==> src/hdl/dcf_pkg.sv <==
// Shared constants for the dual-channel low-pass FIR block.
// Holds the Q0.17 coefficient table and its lookup function; no dependencies.
package dcf_pkg;

    localparam int COEF_W    = 18;
    localparam int FRAC_BITS = 17;
    localparam int ROM_TAPS  = 51;

    localparam logic signed [COEF_W-1:0] COEF_ROM [ROM_TAPS] = '{
        18'sd0,    18'sd22,   18'sd50,   18'sd93,   18'sd155,
        18'sd244,  18'sd364,  18'sd522,  18'sd720,  18'sd962,
        18'sd1247, 18'sd1573, 18'sd1939, 18'sd2338, 18'sd2763,
        18'sd3206, 18'sd3656, 18'sd4102, 18'sd4532, 18'sd4935,
        18'sd5299, 18'sd5613, 18'sd5868, 18'sd6056, 18'sd6171,
        18'sd6210, 18'sd6171, 18'sd6056, 18'sd5868, 18'sd5613,
        18'sd5299, 18'sd4935, 18'sd4532, 18'sd4102, 18'sd3656,
        18'sd3206, 18'sd2763, 18'sd2338, 18'sd1939, 18'sd1573,
        18'sd1247, 18'sd962,  18'sd720,  18'sd522,  18'sd364,
        18'sd244,  18'sd155,  18'sd93,   18'sd50,   18'sd22,
        18'sd0
    };

    // Taps beyond the end of the table carry a zero coefficient.
    function automatic logic signed [COEF_W-1:0] coef_at(input int idx);
        logic signed [COEF_W-1:0] c;
        c = '0;
        if (idx >= 0 && idx < ROM_TAPS)
        begin
            c = COEF_ROM[idx];
        end
        return c;
    endfunction

endpackage

==> src/hdl/dcf_tap_cell.sv <==
// One tap of the transposed-form FIR chain: multiply, add and hold a partial sum.
// Depends on dcf_pkg for the coefficient width.
module dcf_tap_cell
    import dcf_pkg::*;
#(
    parameter int SAMPLE_BITS = 16,
    parameter int ACC_W = 40,
    parameter logic signed [COEF_W-1:0] COEF = '0
)
(
    input  logic                          clk,
    input  logic                          rst_n,
    input  logic                          enable,
    input  logic signed [SAMPLE_BITS-1:0] sample,
    input  logic signed [ACC_W-1:0]       partial_in,
    output logic signed [ACC_W-1:0]       partial_out
);

    localparam int PROD_W = SAMPLE_BITS + COEF_W;

    logic signed [PROD_W-1:0] product;
    logic signed [ACC_W-1:0]  partial_reg;
    logic signed [ACC_W-1:0]  partial_next;

    assign product      = PROD_W'(sample) * PROD_W'(COEF);
    assign partial_next = {{(ACC_W-PROD_W){product[PROD_W-1]}}, product} + partial_in;
    assign partial_out  = partial_reg;

    // A cleared partial sum is the same as a history of zero samples.
    always_ff @(posedge clk or negedge rst_n)
    begin
        if (!rst_n)
        begin
            partial_reg <= '0;
        end
        else if (enable)
        begin
            partial_reg <= partial_next;
        end
    end

endmodule

==> config.mk <==
export PLATFORM = sky130hd
export DESIGN_NAME = dcf_tap_cell
export DESIGN_NICKNAME = d
export VERILOG_FILES = /design/src/hdl/dcf_pkg.sv /design/src/hdl/dcf_tap_cell.sv
export SDC_FILE = /design/constraint.sdc
export NUM_CORES = 1
export LEC_CHECK = 0
export BUFFER_PORTS_ARGS = -buffer_cell sky130_fd_sc_hd__buf_2
export CORE_ASPECT_RATIO = 2
export CORE_MARGIN = 5
export CORE_UTILIZATION = 37
export DETAILED_ROUTE_END_ITERATION = 12
export PLACE_DENSITY = 0.83
export RECOVER_POWER = 25
export SLEW_MARGIN = 10
export SYNTH_ARGS = -nofsm -noshare
export SYNTH_HDL_FRONTEND = slang
export SYNTH_SLANG_ARGS = --single-unit
==> constraint.sdc <==
create_clock -name clk -period 0.8 [get_ports clk]
set_clock_uncertainty 0.1 [all_clocks]
set_input_delay 0.04 -clock clk [delete_from_list [all_inputs] [get_ports clk]]
set_output_delay 0.04 -clock clk [all_outputs]
set_load 0.01 [all_outputs]
Word-level counts from Yosys, hierarchy flattened. Index checks and enable logic that the tools add are counted.

Shift operators: 0. Eq/ne operators: 0. Reduce and logical (&&, ||, !) cells: 0. Bitwise gates (word level): 0. Div/mod/pow operators: 0. Muxes and demuxes: 0. Order comparisons: 0. $mul: 0. Add/sub/neg operators: 0.

Latch bits: 0. Word-level logic and storage cells: 1. RAM bits: 0. Input bits: 59. Bits in read-only memories: 0. Bits in registers: 40. Output and inout bits: 40. Memories kept: 0.

Longest topological paths before layout.
Depth in word-level cells: 0. Gate-level depth with buffers: 2. Gate-level depth less buffers: 1.

Worst setup path before layout. OpenSTA, ideal clock, no wires.

Path kind: reg2reg. Start point: reg partial_out[0] (netlist name). End point: reg partial_reg[0], in the netlist partial_out[0]. Required time: 575 ps. Clock period less this slack: 869 ps. Setup time: 125 ps. Path slack: -69 ps. Arrival: 645 ps. Path buffers: 0. Cell stages (with the launch flop): 2. Cell sequence: dfrtp_1 > mux2_2.

RTL lines: end signal, assigned (RTL line dcf_tap_cell.sv:38) `partial_reg <= partial_next;`; end, declared (RTL line dcf_tap_cell.sv:22) `logic signed [ACC_W-1:0] partial_reg;`.

Worst setup path in the final report.
Start point: reg partial_reg[21], in the netlist partial_out[21]. End point: out partial_out[21].

RTL lines: end, declared (RTL line dcf_tap_cell.sv:16) `output logic signed [ACC_W-1:0] partial_out`.

No word-level cell between the ends.

==> results by group <==
Run status
  – Run status: complete, but fails checks
  – Failing checks: negative hold slack, negative setup slack

Worst setup path
  – WP data arrival: 0.93 ns
  – Crit. End Element: primary output
  – Crit path to: partial_out[21]
  – Beginning of the worst register-to-register path: partial_out[24]
  – Crit path max fanout: 2
  – Reg2reg setup slack: -0.19 ns
  – Critical path class: reg -> out
  – End of the worst register-to-register path: partial_out[24]
  – Worst reg2reg path depth: 2
  – Critical path launch point type: register
  – Critical Path Start: partial_out[21]
  – Critical Path RT: approximately 0.66 ns

CTS
  – CTS sink cnt: 40
  – CTS tree: done
  – CTS Buffer Depth: 2
  – TritonCTS buffer count: 5
  – Root buffer cell: clkbuf_8
  – Reg clk slew, reported paths: about 0.09 ns
  – Hold_buf cts: 1
  – Htree depth: 2
  – Clk Latency, worst-skew pair: between 0.2 and 0.3 ns

Yosys
  – Synth Cell Area: ~0.0015 mm2
  – Compound-Gate Fraction of Synth Area: 0%
  – Avg Synthesized Cell Area: 17.81 um2
  – Simple-gate share of the synthesized area: 0%
  – Adder-Cell Fraction of Synth Area: 0%
  – Syn_nets: 143
  – Mapped Cells: between 80 and 90
  – Mux cell area share after synthesis: a little under a third
  – Largest family of logic cells by synthesized area: multiplexers
  – Xor/xnor cell area share of the yosys netlist: 0%
  – #FFs+latches synth: 40
  – YS warnings: 0
  – Seq/Total Area, Yosys: about 67%
  – Distinct cells, synth: 3

Job
  – MaxCap Viol Count: 0

Place
  – Placed cells: roughly 220
  – Buffers on Ports: 82
  – RD Place Congestion: between 0.7 and 0.8
  – DP HPWL: between 2000 and 3000 um

Global route
  – First-pass GRT wire length: between 5000 and 6000 um
  – Initial antenna violation count: 0
  – Maximum number of pins on one net before global-route repair: just over 40
  – Vias in the first global route: approximately 1100
  – GR Util All Layers: between 10% and 20%
  – Remaining Overflow, GRT: 0

Timing
  – Slew headroom: between 70% and 80%
  – WHS: -0.1284 ns
  – Unrepaired setup endpoints after global routing: true
  – Period minus WS final: 1.070 ns
  – Fin. max-slew vios: 0
  – Period utilisation layout: 133.8%
  – Max Fclk: around 930 MHz
  – Finish-stage setup viols: 80
  – Tightest Pin Transition: roughly 0.35 ns
  – Slack of the critical path: -0.2703 ns
  – Final-report hold violation count: 40

Die
  – Die area: between 0.005 and 0.006 mm2
  – Starting Density: between 30 and 40%
  – Ports: 99
  – Die Y: 99.94 um
  – Core area: ~0.0039 mm2
  – Die X: between 50 and 60 um
  – FP Rows: 32

Detailed routing
  – Detail-routed net length per standard cell: between 15 and 20 um
  – Number of remaining DRC errors: 0
  – Vias per cell: roughly 4.6
  – Drt first pass iters: 4
  – DRT Wirelength: around 3500 um
  – Initial DRC count: 4
  – Post-route ant nets: 0
  – Via count: 1053

Pwr
  – Static Leakage: approximately 1.1 nW
  – Worst vdd ir: 1.618 mV
  – Total Power: about 4.9 mW
  – P per Cell Area: about 2200 mW/mm2

Final layout
  – Max FFs per register: 40
  – Non-filler cells, final: roughly 230
  – Filler Cell Count: 330
  – Layout cells sized above 1: between 70% and 80%
  – Fin util: 57.67%
  – Area grow syn2layout: 49.67%
  – # diodes: 0
  – Nets: roughly 240

Hold path
  – Hold Crit Class: in -> reg
  – HP Start: partial_in[21]
[routing by layer]
metal	global-route usage (%)	routed length (um)	up-vias
met2	23.27	1969	55
met5	0	0	-
li1	-	-	478
met4	6.180	70	0
met1	14.94	1141	513
met3	5.646	302	7
[worst max-delay path: stages, from the launching register on]
cell and delay (ns):
dfrtp_1 0.41, buf_6 0.12, buf_6 0.11
[repair_timing]
action / in CTS / in global routing
setup buffers: 1 / 0
endpoints found under the setup margin: 80 / 80
resized for setup: 8 / 11
endpoints found under the hold margin: 80 / 40
[how the worst min path moves through the flow]
stage	to	slack [ns]	cells after the start
6_report	partial_out[21]	-0.13	2
5_1_grt	partial_out[33]	-0.14	2
4_1_cts	partial_out[21]	-0.14	2
3_5_place_dp	partial_out[25]	-0.07	2
3_3_place_gp	partial_out[25]	-0.08	2
2_1_floorplan	partial_out[0]	-0.36	0
[report_power, final]
part           switching (mW)  internal, mW  total [mW]
clock network           0.724         0.923        1.65
registers               0.109          2.22        2.33
logic                   0.354         0.527       0.881
total                    1.19          3.67        4.86
[cell type report]
class                   instances  area [um2]  area share (%)
well taps                      51       63.81           2.849
flip-flops and latches         40        1001           44.69
multi-input cells              40       457.9           20.45
clock inverters                 3       42.54           1.899
clock buffers                   5       68.82           3.073
repair buffers                 90       605.6           27.04
[synthesized netlist by cell type]
cell type / count / area share (%)
buf_6: 4 / 3.0
dfrtp_1: 40 / 67
mux2_2: 40 / 30
[logic make-up after synthesis]
kind of cell,Yosys count
buffers and inverters,4
DFF,40
muxes,40
[stage by stage]
step / setup TNS (ns) / setup WS [ns] / hold WS, ns / instance area (um2)
detailed placement: -5.594 / -0.1651 / -0.07287 / 2021
global placement: -5.112 / -0.1348 / -0.07737 / 2021
global route: -11.07 / -0.3146 / -0.1396 / 2240
finish: -8.266 / -0.2703 / -0.1284 / 2240
CTS: -8.746 / -0.2741 / -0.1375 / 2188
floorplan: -2.776 / -0.06940 / -0.3556 / 1496
[cells in the final DEF, fill, tap and decap left out]
master,instances
mux2_2,38
buf_2,68
mux2_4,2
clkbuf_1,1
clkinv_2,1
buf_6,17
clkinvlp_4,1
buf_12,3
dfrtp_1,40
clkbuf_8,5
bufinv_16,1
dlygate4sd3_1,1
No activity file was read; power rests on OpenSTA's default activity.
