File: config.mk
export PLATFORM = sky130hd
export DESIGN_NAME = dcf_out_stage
export DESIGN_NICKNAME = d
export VERILOG_FILES = /design/src/hdl/dcf_pkg.sv /design/src/hdl/dcf_out_stage.sv
export SDC_FILE = /design/constraint.sdc
export NUM_CORES = 1
export LEC_CHECK = 0
export ABC_AREA = 0
export CORE_AREA = 2 2 68 70
export CTS_BUF_LIST = sky130_fd_sc_hd__clkbuf_4 sky130_fd_sc_hd__clkbuf_8
export DETAILED_ROUTE_END_ITERATION = 10
export DIE_AREA = 0 0 70 72
export DONT_BUFFER_PORTS = 1
export PLACE_DENSITY = 0.71
export SYNTH_ARGS = -nofsm -noshare
export SYNTH_HDL_FRONTEND = slang
export SYNTH_SLANG_ARGS = --single-unit
File: constraint.sdc
create_clock -name clk -period 4.74 [get_ports clk]
set_clock_uncertainty 0.05 [all_clocks]
set_input_delay 0.948 -clock clk [delete_from_list [all_inputs] [get_ports clk]]
set_output_delay 0.948 -clock clk [all_outputs]
set_load 0.02 [all_outputs]
File: src/hdl/dcf_pkg.sv
// Shared constants for the dual-channel low-pass FIR block.
// Holds the Q0.17 coefficient table and its lookup function; no dependencies.
package dcf_pkg;

    localparam int COEF_W    = 18;
    localparam int FRAC_BITS = 17;
    localparam int ROM_TAPS  = 51;

    localparam logic signed [COEF_W-1:0] COEF_ROM [ROM_TAPS] = '{
        18'sd0,    18'sd22,   18'sd50,   18'sd93,   18'sd155,
        18'sd244,  18'sd364,  18'sd522,  18'sd720,  18'sd962,
        18'sd1247, 18'sd1573, 18'sd1939, 18'sd2338, 18'sd2763,
        18'sd3206, 18'sd3656, 18'sd4102, 18'sd4532, 18'sd4935,
        18'sd5299, 18'sd5613, 18'sd5868, 18'sd6056, 18'sd6171,
        18'sd6210, 18'sd6171, 18'sd6056, 18'sd5868, 18'sd5613,
        18'sd5299, 18'sd4935, 18'sd4532, 18'sd4102, 18'sd3656,
        18'sd3206, 18'sd2763, 18'sd2338, 18'sd1939, 18'sd1573,
        18'sd1247, 18'sd962,  18'sd720,  18'sd522,  18'sd364,
        18'sd244,  18'sd155,  18'sd93,   18'sd50,   18'sd22,
        18'sd0
    };

    // Taps beyond the end of the table carry a zero coefficient.
    function automatic logic signed [COEF_W-1:0] coef_at(input int idx);
        logic signed [COEF_W-1:0] c;
        c = '0;
        if (idx >= 0 && idx < ROM_TAPS)
        begin
            c = COEF_ROM[idx];
        end
        return c;
    endfunction

endpackage

File: src/hdl/dcf_out_stage.sv
// Output register of the filter: rounds, saturates and holds both channel results.
// Depends on dcf_pkg for the fraction width.
module dcf_out_stage
    import dcf_pkg::*;
#(
    parameter int SAMPLE_BITS = 16,
    parameter int ACC_W = 40
)
(
    input  logic                          clk,
    input  logic                          rst_n,
    input  logic                          sum_valid,
    input  logic signed [ACC_W-1:0]       red_sum,
    input  logic signed [ACC_W-1:0]       infrared_sum,
    input  logic                          out_stall,
    output logic                          take,
    output logic                          out_valid,
    output logic signed [SAMPLE_BITS-1:0] red_filtered,
    output logic signed [SAMPLE_BITS-1:0] infrared_filtered
);

    localparam logic signed [ACC_W-1:0] SAT_MAX =
        {{(ACC_W-SAMPLE_BITS+1){1'b0}}, {(SAMPLE_BITS-1){1'b1}}};
    localparam logic signed [ACC_W-1:0] SAT_MIN =
        {{(ACC_W-SAMPLE_BITS+1){1'b1}}, {(SAMPLE_BITS-1){1'b0}}};
    localparam logic signed [ACC_W-1:0] HALF_LSB =
        {{(ACC_W-FRAC_BITS){1'b0}}, 1'b1, {(FRAC_BITS-1){1'b0}}};

    function automatic logic signed [SAMPLE_BITS-1:0] round_sat(
        input logic signed [ACC_W-1:0] acc
    );
        logic signed [ACC_W-1:0] shifted;
        logic signed [SAMPLE_BITS-1:0] y;
        shifted = (acc + HALF_LSB) >>> FRAC_BITS;
        if (shifted > SAT_MAX)
        begin
            y = SAT_MAX[SAMPLE_BITS-1:0];
        end
        else if (shifted < SAT_MIN)
        begin
            y = SAT_MIN[SAMPLE_BITS-1:0];
        end
        else
        begin
            y = shifted[SAMPLE_BITS-1:0];
        end
        return y;
    endfunction

    logic                          out_valid_reg;
    logic                          out_valid_next;
    logic signed [SAMPLE_BITS-1:0] red_filtered_reg;
    logic signed [SAMPLE_BITS-1:0] infrared_filtered_reg;

    assign take           = sum_valid && (!out_valid_reg || !out_stall);
    assign out_valid_next = take || (out_valid_reg && out_stall);

    always_ff @(posedge clk or negedge rst_n)
    begin
        if (!rst_n)
        begin
            out_valid_reg <= 1'b0;
        end
        else
        begin
            out_valid_reg <= out_valid_next;
        end
    end

    always_ff @(posedge clk)
    begin
        if (take)
        begin
            red_filtered_reg      <= round_sat(red_sum);
            infrared_filtered_reg <= round_sat(infrared_sum);
        end
    end

    assign out_valid         = out_valid_reg;
    assign red_filtered      = red_filtered_reg;
    assign infrared_filtered = infrared_filtered_reg;

endmodule

; ---- Word level (Yosys, flattened, before mapping)
; Index checks and enable logic that the tools add are counted.
[totals]
regBits = 33
inputBits = 84
out_inout_bits = 34
elab_cells = 17
[op_classes]
n_addsub = 2
order_cmp = 4
muxes = 2
n_reduce_logical = 6
[ops]
columns = cell, count
row1 = "40-bit by 18-bit adder with 40-bit output, second input constant", 2
row2 = "23-bit by 16-bit > comparator with 1-bit output, second input constant", 2
row3 = "23-bit by 16-bit < comparator with 1-bit output, second input constant", 2
row4 = 16-bit 2-to-1 mux, 2
row5 = 1-bit logical AND, 2
row6 = 1-bit logical NOT, 2
row7 = 1-bit logical OR, 2

; ---- Longest topological paths before layout
; Gate-level depths: netlist of the first run.
[depth]
word_depth = 4
depth_mapped = 9
depth_no_buf = 7

; ---- Least setup slack after synthesis of the first run
; No wires, ideal clock.
[synth_path]
kind = input-to-output
from = in sum_valid
to = out take
arrival_ns = 3.748
required_ns = 3.742
slack_ns = -0.006
cell_stages = 1
n_path_buf = 0
path_cell_list = a21boi_0
[synth_via]
elab_chain_len = 1
[synth_rtl]
columns = item, line
row1 = "start, declared", dcf_out_stage.sv:12  ; input logic sum_valid,
row2 = 1-bit logical AND, dcf_out_stage.sv:55  ; assign take = sum_valid && (!out_valid_reg || !out_stall);
row3 = "end, declared", dcf_out_stage.sv:16  ; output logic take,
; Every way passes these cells.

; ---- Worst setup path after layout of the first run
[layout_path]
from = in red_sum[20]
to = reg red_filtered_reg[7] (netlist: red_filtered[7]), data pin
[layout_via]
elab_chain_len = 3
[layout_rtl]
columns = item, line
row1 = "start, declared", dcf_out_stage.sv:13  ; input logic signed [ACC_W-1:0] red_sum,
row2 = 40-bit by 18-bit adder with 40-bit output (*), dcf_out_stage.sv:34  ; shifted = (acc + HALF_LSB) >>> FRAC_BITS;
row3 = 23-bit by 16-bit < comparator with 1-bit output, dcf_out_stage.sv:39  ; else if (shifted < SAT_MIN)
row4 = 16-bit 2-to-1 mux, dcf_out_stage.sv:39
row5 = "end signal, assigned", dcf_out_stage.sv:74  ; red_filtered_reg <= round_sat(red_sum);
row6 = "end, declared", dcf_out_stage.sv:52  ; logic signed [SAMPLE_BITS-1:0] red_filtered_reg;
; Mark *: on every way between the ends. The rest lies on a longest branch, timed or not.
; A chain may end at the register's enable or synchronous reset.

==> flow_metrics.py, run 1 <==
metrics = {
    "outcome": {
        "outcome": "finished clean",
    },
    "sta": {
        "rsz0062_at_grt": "no",
        "final-setup-viol-count": 0,
        "layout_min_cycle_time_ns": 3.38,
        "fin_setup_tns_ns": 0,
        "max-slew-margin-rel_pct": 33.6,
        "drv_slew": 0,
        "max_freq_ghz": 0.295,
        "worst_pin_slew_ns": 0.993,
        "hold_viol": 0,
        "period_share_pct": 71.4,
    },
    "finish": {
        "nets": 353,
        "area_growth_pct": 5.20,
        "nFillCells": 379,
        "n_antenna_cell": 0,
        "stdcell_area_sq_um": 2660,
        "most-common-layout-cells": "edfxtp_1, nand2_1, nand4_1",
        "drive_gt1_share_pct": 10.1,
        "layout_commonest_cell": "edfxtp_1",
        "finalNonFillerCells": 320,
    },
    "worst_setup_path": {
        "worst-setup-path-type": "in -> reg",
        "crit_arrival_ns": 3.35,
        "slowest_delay_ns": 0.66,
        "start_kind": "primary input",
        "rr_worst_depth": 2,
        "path_max_fanout": 12,
        "slowest_stage": "nor4_1",
        "r2r_slack_ns": 3.25,
        "cp_cell_sequence": "nand4_1 > nor4_1 > a31oi_1 > nor4_2 > a21oi_1 > a2bb2oi_1",
        "r2r-end": "infrared_filtered[2]",
        "required_ns": 4.70,
        "endpoint_kind": "flip-flop",
        "r2r_start": "out_valid",
    },
    "yosys": {
        "synthArstFlopShare_pct": 3.03,
        "ys_seq_area_share_pct": 39.0,
        "yosysUniqueCellTypes": 49,
        "ys_warn_count": 0,
        "avgSynthCellArea_sq_um": 9.36,
        "synth_ff_type": "edfxtp_1",
        "synth_top_area_share_pct": 38.0,
        "synth-seq-cells": 33,
        "synthTopCellsByArea": "edfxtp_1, xnor2_1, nand4_1, nand2_1, nand3_1",
        "syn_area_sq_um": 2530,
        "syn-num-nets": 356,
        "synthCells": 270,
        "yosysTopAreaCell": "edfxtp_1",
        "synth_edf_count": 32,
    },
    "job": {
        "cap_violations": 0,
    },
    "clocking": {
        "htree_levels": 2,
        "clk_pin_slew_ns": 0.07,
        "hold_buffers": 0,
        "root_buffer": "clkbuf_8",
        "cts_tree": "built",
        "cts_made_buffers": 5,
        "clk_latency_ns": 0.28,
        "cts_buffer_depth": 2,
        "cts.sinks": 33,
        "cts_setup_buffers": 0,
        "cts_resized": 0,
    },
    "floorplan": {
        "die-area_sq_um": 5040,
        "io-pin-count": 118,
        "die_w_um": 70,
        "std_cell_rows": 24,
        "core_area_sq_um": 4260,
        "initial_core_util_pct": 59.3,
        "die_y_um": 72,
    },
    "pwr": {
        "power.internal_mw": 0.481,
        "p_sw_share_pct": 27.5,
        "p_seq_share_pct": 55.9,
        "powerDensity_nw_per_um2": 250,
        "max-vdd-ir-drop_mv": 0.114,
        "leakage_nw": 0.892,
        "p_sw_mw": 0.183,
        "p_comb_share_pct": 12.7,
        "clockPowerShare_pct": 31.5,
    },
    "grt": {
        "grtUsageTotal_pct": 22.1,
        "antenna_found_initial": 0,
        "grt_max_degree": 34,
        "grt_pass1_vias": 1932,
        "grt-ovfl-total": 0,
        "grt_pass1_wl_mm": 9.03,
    },
    "placed_design": {
        "dp_hpwl_mm": 4.12,
        "post-place-cells": 312,
        "io_buffers": 0,
        "dpl_cell_area_sq_um": 2570,
        "globalplace.congestion": 0.814,
    },
    "min_path": {
        "hold_path_class": "in -> async",
    },
    "drt": {
        "first_iter_violations": 151,
        "final_antenna_net_count": 0,
        "routed_via_density": 6.49,
        "drtPass1Iterations": 4,
        "wl_per_cell_um": 17.3,
        "drc": 0,
        "routed_wl_mm": 5.54,
        "routed-via-count": 2077,
    },
}
power by group through the flow:
stage	logic (mW)	clock network [mW]	registers [mW]
after floorplan	0.0696	0	0.375
after global placement	0.0825	0	0.377
after detailed placement	0.0838	0	0.378
after CTS	0.0840	0.214	0.371
after global routing	0.0944	0.225	0.372
final	0.0840	0.209	0.371
worst max-delay path: cells and delay by family:
kind	cells	cell delay [ns]
simple gates	3	1.65
compound gates	3	0.76
metal layers:
layer	vias up	share of wire, %	track usage (%)
met4	0	0.61	5.77
met1	952	45	30.5
li1	1039	-	-
met5	-	0	0
met2	84	47	34.2
met3	2	7.7	6.67
cells by family after synthesis:
kind of cell / count (synthesis) / share of synthesized area, %
DFF: 33 / 39.0
buffers and inverters: 18 / 3.32
AOI/OAI and AO/OA: 41 / 12.7
muxes: 3 / 1.24
xor gates and xnor gates: 31 / 10.7
and+or+nand+nor: 142 / 32.0
adders and majority gates: 2 / 0.990
worst max path at each step:
stage	start	end	slack, ns
5_1_grt	red_sum[20]	red_filtered[7]	1.03
6_report	red_sum[20]	red_filtered[7]	1.36
3_5_place_dp	red_sum[20]	red_filtered[12]	1.03
2_1_floorplan	sum_valid	take	0.94
4_1_cts	red_sum[20]	red_filtered[12]	1.35
3_3_place_gp	red_sum[20]	red_filtered[7]	1.11
synthesized netlist by cell type, types with 2 or more instances:
master and number:
o31a_1 2, a2bb2oi_1 8, o31a_2 2, or3_1 2
o21ai_0 4, inv_1 4, a21boi_0 2, nor2_1 18
edfxtp_1 32, nand3_1 22, mux2i_1 2, nand4b_1 2
xor2_1 12, a31oi_1 4, nor4_4 2, nor4_1 5
and4_1 5, and2_1 3, and3_1 12, nand2_1 31
clkbuf_1 11, a211oi_1 3, ha_1 2, a21oi_1 2
o22ai_1 5, buf_6 2, o22ai_2 2, nand4_1 24
o211ai_1 2, xnor2_1 19, nor3_1 6
through the flow:
step,power [mW],setup WS [ns],hold WS (ns),util (%)
6_report,0.663,1.36,0.305,62.4
5_1_grt,0.691,1.03,0.287,62.4
4_1_cts,0.669,1.35,0.295,62.4
3_5_place_dp,0.461,1.03,0.602,60.3
3_3_place_gp,0.459,1.11,0.602,60.3
2_1_floorplan,0.445,0.944,0.567,-
cell type report:
cell class	count	area [sq um]	share of cell area [%]
inverter	4	15.0	0.565
sequential	33	986	37.1
multi-input combinational	219	1480	55.5
tap	52	65.1	2.45
timing repair buffer	4	30.0	1.13
clock buffer	5	68.8	2.59
clock inverter	3	17.5	0.659
(Power assumes the default switching activity.)
==> run 2, diff against run 1 <==
--- a/config.mk
+++ b/config.mk
@@ -5,11 +5,11 @@
 export SDC_FILE = /design/constraint.sdc
 export NUM_CORES = 1
 export LEC_CHECK = 0
-export ABC_AREA = 0
-export CORE_AREA = 2 2 68 70
+export ABC_AREA = 1
+export CORE_AREA = 2 2 72 74
 export CTS_BUF_LIST = sky130_fd_sc_hd__clkbuf_4 sky130_fd_sc_hd__clkbuf_8
 export DETAILED_ROUTE_END_ITERATION = 10
-export DIE_AREA = 0 0 70 72
+export DIE_AREA = 0 0 74 76
 export DONT_BUFFER_PORTS = 1
 export PLACE_DENSITY = 0.71
 export SYNTH_ARGS = -nofsm -noshare
==> constraint.sdc (replaced) <==
create_clock -name clk -period 3.29 [get_ports clk]
set_clock_uncertainty 0.05 [all_clocks]
set_input_delay 0.658 -clock clk [delete_from_list [all_inputs] [get_ports clk]]
set_output_delay 0.658 -clock clk [all_outputs]
set_load 0.02 [all_outputs]
==> flow_metrics.py, run 2 <==
metrics = {
    "outcome": {
        "outcome": "finished clean",
    },
    "grt": {
        "antenna_found_initial": 0,
        "grt_pass1_wl_mm": 9.00,
        "use_met1_pct": 28.9,
        "use_met3_pct": 6.22,
        "grt.met2_usage_pct": 28.6,
        "grtUsageTotal_pct": 20.3,
        "grt-ovfl-total": 0,
        "grt_busiest_layer": "met1",
        "grt_max_degree": 16,
        "grt_pass1_vias": 2013,
    },
    "sta": {
        "fin_ws_ns": 0.990,
        "layout_min_cycle_time_ns": 2.30,
        "max-slew-margin-rel_pct": 62.8,
        "worst_pin_slew_ns": 0.557,
        "drv_slew": 0,
        "rsz0062_at_grt": "no",
        "period_share_pct": 69.9,
        "final-setup-viol-count": 0,
        "fin_setup_tns_ns": 0,
        "max_freq_ghz": 0.435,
        "holdWs_ns": 0.0251,
        "hold_viol": 0,
    },
    "yosys": {
        "syn_area_sq_um": 2850,
        "synth-seq-cells": 33,
        "yosysTopAreaCell": "edfxtp_1",
        "avgSynthCellArea_sq_um": 7.82,
        "synth_top_area_share_pct": 33.7,
        "ys_warn_count": 0,
        "synthTopCellsByArea": "edfxtp_1, nand2_1, nand2_2, nor2_1, xor2_1",
        "yosysMostFrequentCell": "nand2_1",
        "ys_top_cells_by_count": "nand2_1, nor2_1, nand2_2",
        "synth_edf_count": 32,
        "syn-num-nets": 450,
        "synthArstFlopShare_pct": 3.03,
        "synthCells": 364,
        "yosysUniqueCellTypes": 31,
        "synth_ff_type": "edfxtp_1",
        "ys_seq_area_share_pct": 34.6,
    },
    "job": {
        "cap_violations": 0,
    },
    "floorplan": {
        "std_cell_rows": 26,
        "initial_core_util_pct": 58.0,
        "core_area_sq_um": 4910,
        "die_y_um": 76,
        "die_w_um": 74,
        "die-area_sq_um": 5620,
        "io-pin-count": 118,
    },
    "clocking": {
        "clk_pin_slew_ns": 0.06,
        "cts_buffer_depth": 2,
        "cts_made_buffers": 5,
        "cts_setup_buffers": 0,
        "root_buffer": "clkbuf_8",
        "cts_resized": 0,
        "htree_levels": 2,
        "clk_latency_ns": 0.27,
        "hold_buffers": 0,
        "cts_tree": "built",
        "cts.sinks": 33,
    },
    "worst_setup_path": {
        "r2r-end": "red_filtered[7]",
        "path_max_fanout": 15,
        "timing.critical_path.from": "infrared_sum[16]",
        "crit_arrival_ns": 2.26,
        "start_kind": "primary input",
        "required_ns": 3.25,
        "worst-setup-path-type": "in -> reg",
        "r2r_slack_ns": 1.64,
        "rr_worst_depth": 2,
        "endpoint_kind": "flip-flop",
        "r2r_start": "out_valid",
    },
    "drt": {
        "routed_via_density": 4.91,
        "first_iter_violations": 99,
        "wl_per_cell_um": 12.2,
        "routed_wl_mm": 5.39,
        "final_antenna_net_count": 0,
        "drc": 0,
        "drtPass1Iterations": 4,
        "routed-via-count": 2159,
    },
    "placed_design": {
        "dp_slack_ns": 0.649,
        "post-place-cells": 432,
        "globalplace.congestion": 0.885,
        "dp_hpwl_mm": 4.59,
        "io_buffers": 0,
        "dpl_cell_area_sq_um": 2900,
    },
    "finish": {
        "area_growth_pct": 4.70,
        "drive_gt1_share_pct": 21.9,
        "nFillCells": 461,
        "finalNonFillerCells": 440,
        "layout_commonest_cell": "nand2_1",
        "most-common-layout-cells": "nand2_1, nor2_1, nand2_2",
        "n_antenna_cell": 0,
        "finish.utilization_pct": 60.7,
        "stdcell_area_sq_um": 2980,
        "nets": 455,
    },
    "pwr": {
        "leakage_nw": 1.28,
        "power_mw": 0.975,
        "max-vdd-ir-drop_mv": 0.195,
        "powerDensity_nw_per_um2": 327,
    },
    "min_path": {
        "hold_path_class": "in -> async",
    },
}
[run 2: critical path, stage by stage]
cell and delay [ns]:
ha_1 0.18, nand3_2 0.12, inv_1 0.12, nand2_2 0.08, nor2_2 0.18, nand2_1 0.07, nand2_1 0.06, nand2_1 0.06
nor2_1 0.08, nand2_1 0.09, o21bai_4 0.44, nand2_1 0.11
[run 2: layout make-up]
type / instances / area (sq um) / share of cell area [%]
Sequential cell: 33 / 986 / 33.1
Clock inverter: 2 / 10.0 / 0.336
Clock buffer: 6 / 76.3 / 2.56
Timing Repair Buffer: 2 / 15.0 / 0.504
Multi-Input combinational cell: 295 / 1690 / 56.6
Tap cell: 70 / 87.6 / 2.94
Inverter: 32 / 120 / 4.03
[run 2: cells by family after synthesis]
kind of cell	Yosys count	share of synthesized area [%]
simple gates	255	45.8
buf+inv	36	6.55
flops	33	34.6
xor+xnor	31	10.5
compound gates	7	1.71
fa+ha+maj	2	0.879
[run 2: routing by layer]
layer | up-vias | wire [um]
met5 | - | 0
met4 | 0 | 124
met3 | 11 | 515
met2 | 88 | 2280
met1 | 913 | 2460
li1 | 1147 | -
[run 2: report_power, final]
part	switching, mW	leakage, nW	internal [mW]
Clock	0.138	0.0484	0.155
Sequential	0.0384	0.308	0.494
Combinational	0.0933	0.926	0.0568
[run 2: how the worst max path moves through the flow]
| stage | endpoint | slack [ns] | depth (start not counted) |
|---|---|---|---|
| 2_1_floorplan | take | 0.02 | 2 |
| 3_3_place_gp | infrared_filtered[2] | 0.73 | 12 |
| 3_5_place_dp | infrared_filtered[3] | 0.65 | 12 |
| 4_1_cts | infrared_filtered[3] | 0.98 | 12 |
| 5_1_grt | infrared_filtered[3] | 0.78 | 12 |
| 6_report | infrared_filtered[3] | 0.99 | 12 |
==> run 3, diff against run 2 <==
--- a/config.mk
+++ b/config.mk
@@ -11,7 +11,7 @@
 export DETAILED_ROUTE_END_ITERATION = 10
 export DIE_AREA = 0 0 74 76
 export DONT_BUFFER_PORTS = 1
-export PLACE_DENSITY = 0.71
+export PLACE_DENSITY = 0.74
 export SYNTH_ARGS = -nofsm -noshare
 export SYNTH_HDL_FRONTEND = slang
 export SYNTH_SLANG_ARGS = --single-unit
==> constraint.sdc (replaced) <==
create_clock -name clk -period 1.89 [get_ports clk]
set_clock_uncertainty 0.05 [all_clocks]
set_input_delay 0.378 -clock clk [delete_from_list [all_inputs] [get_ports clk]]
set_output_delay 0.378 -clock clk [all_outputs]
set_load 0.02 [all_outputs]
==> flow_metrics.py, run 3 (synthesis results as in run 2) <==
metrics = {
    "worst_setup_path": {
        "cp_cell_sequence": "ha_4 > nand3_1 > nor2_1 > nand2_1 > nor3_1 > o21ai_0 > nor2_1 > nand2_2 > nand2_4 > nand2_1",
        "path_max_fanout": 15,
        "slowest_stage": "nor3_1",
        "r2r_start": "out_valid",
        "slowest_delay_ns": 0.22,
        "r2r_slack_ns": 0.59,
        "cp_num_buf_inv": 0,
        "endpoint_kind": "flip-flop",
        "required_ns": 1.87,
        "rr_worst_depth": 2,
        "critical_path.top_delay_family": "simple AND/OR/NAND/NOR gates",
        "start_kind": "primary input",
        "r2r-end": "infrared_filtered[14]",
        "crit_arrival_ns": 1.75,
        "worst-setup-path-type": "in -> reg",
    },
    "clocking": {
        "cts.sinks": 33,
        "htree_levels": 2,
        "cts_resized": 0,
        "hold_buffers": 1,
        "cts_made_buffers": 5,
        "cts_buffer_depth": 2,
        "clk_pin_slew_ns": 0.07,
        "clk_latency_ns": 0.28,
        "cts_tree": "built",
        "cts_setup_buffers": 0,
        "root_buffer": "clkbuf_8",
    },
    "min_path": {
        "min_from": "out_stall",
        "hold_path_class": "in -> reg",
        "min_to": "out_valid",
        "hold-path-cell-count": 2,
    },
    "sta": {
        "period_share_pct": 93.3,
        "fin_setup_tns_ns": 0,
        "final-setup-viol-count": 0,
        "fin_ws_ns": 0.127,
        "layout_min_cycle_time_ns": 1.76,
        "hold_viol": 0,
        "drv_slew": 0,
        "rsz0062_at_grt": "no",
        "max_freq_ghz": 0.567,
        "worst_pin_slew_ns": 0.376,
        "max-slew-margin-rel_pct": 74.7,
    },
    "pwr": {
        "p_comb_share_pct": 15.6,
        "powerDensity_nw_per_um2": 569,
        "power.internal_mw": 1.38,
        "p_sw_mw": 0.507,
        "p_sw_share_pct": 26.9,
        "clockPowerShare_pct": 35.3,
        "leakage_nw": 1.45,
        "p_seq_share_pct": 49.2,
        "power_mw": 1.89,
        "max-vdd-ir-drop_mv": 0.413,
    },
    "drt": {
        "routed-via-count": 2341,
        "drc": 0,
        "first_iter_violations": 123,
        "routed_via_density": 4.97,
        "final_antenna_net_count": 0,
        "routed_wl_mm": 5.65,
        "wl_per_cell_um": 12.0,
        "drtPass1Iterations": 4,
    },
    "floorplan": {
        "die_w_um": 74,
        "initial_core_util_pct": 58.0,
        "die-area_sq_um": 5620,
        "die_y_um": 76,
        "io-pin-count": 118,
        "std_cell_rows": 26,
        "core_area_sq_um": 4910,
    },
    "grt": {
        "grt-ovfl-total": 0,
        "antenna_found_initial": 0,
        "grt_pass1_wl_mm": 9.69,
        "grt_pass1_vias": 2185,
        "grt_max_degree": 34,
        "grtUsageTotal_pct": 21.8,
    },
    "finish": {
        "finalNonFillerCells": 471,
        "n_antenna_cell": 0,
        "most-common-layout-cells": "nand2_1, nor2_1, nand2_2",
        "nFillCells": 423,
        "nets": 486,
        "area_growth_pct": 16.4,
        "drive_gt1_share_pct": 28.7,
        "layout_commonest_cell": "nand2_1",
    },
    "job": {
        "cap_violations": 0,
    },
    "placed_design": {
        "dp_hpwl_mm": 4.67,
        "dp_slack_ns": -0.135,
        "post-place-cells": 462,
        "io_buffers": 0,
        "globalplace.congestion": 0.982,
    },
    "outcome": {
        "outcome": "finished clean",
    },
}
## run 3: worst max path at each step
stage                start               to  slack, ns  cells after the start
2_1_floorplan  red_sum[17]  red_filtered[0]      -0.04                     12
3_3_place_gp   red_sum[17]  red_filtered[5]      -0.09                     10
3_5_place_dp   red_sum[17]  red_filtered[5]      -0.14                     10
4_1_cts        red_sum[17]  red_filtered[5]       0.15                     10
5_1_grt        red_sum[17]  red_filtered[3]      0.009                     13
6_report       red_sum[17]  red_filtered[5]       0.13                     10
## run 3: power by group through the flow
stage	Combinational, mW	Sequential (mW)	Clock (mW)
CTS	0.297	0.927	0.682
finish	0.293	0.927	0.665
floorplan	0.245	0.939	0
global route	0.334	0.932	0.715
detailed placement	0.295	0.943	0
global placement	0.288	0.943	0
## run 3: layout make-up
class	count	area, sq um	area share, %
flip-flops and latches	33	986	29.7
inverters	32	120	3.62
well taps	70	87.6	2.64
clock inverters	3	46.3	1.40
repair buffers	33	275	8.30
multi-input cells	295	1730	52.2
clock buffers	5	68.8	2.08
## run 3: routing by layer
layer  GRT usage [%]  wire (um)
met5               0          0
met4            6.36         55
met3            6.75        392
met2            32.1       2620
met1            30.8       2570
## run 3: per-stage QoR
| step | hold slack, ns | util (%) | instance area [sq um] |
|---|---|---|---|
| after floorplan | 0.0324 | - | 2900 |
| after global placement | 0.0324 | 65.0 | 3190 |
| after detailed placement | 0.0324 | 65.0 | 3190 |
| after CTS | 0.141 | 67.5 | 3320 |
| after global routing | 0.149 | 67.5 | 3320 |
| final | 0.147 | 67.5 | 3320 |
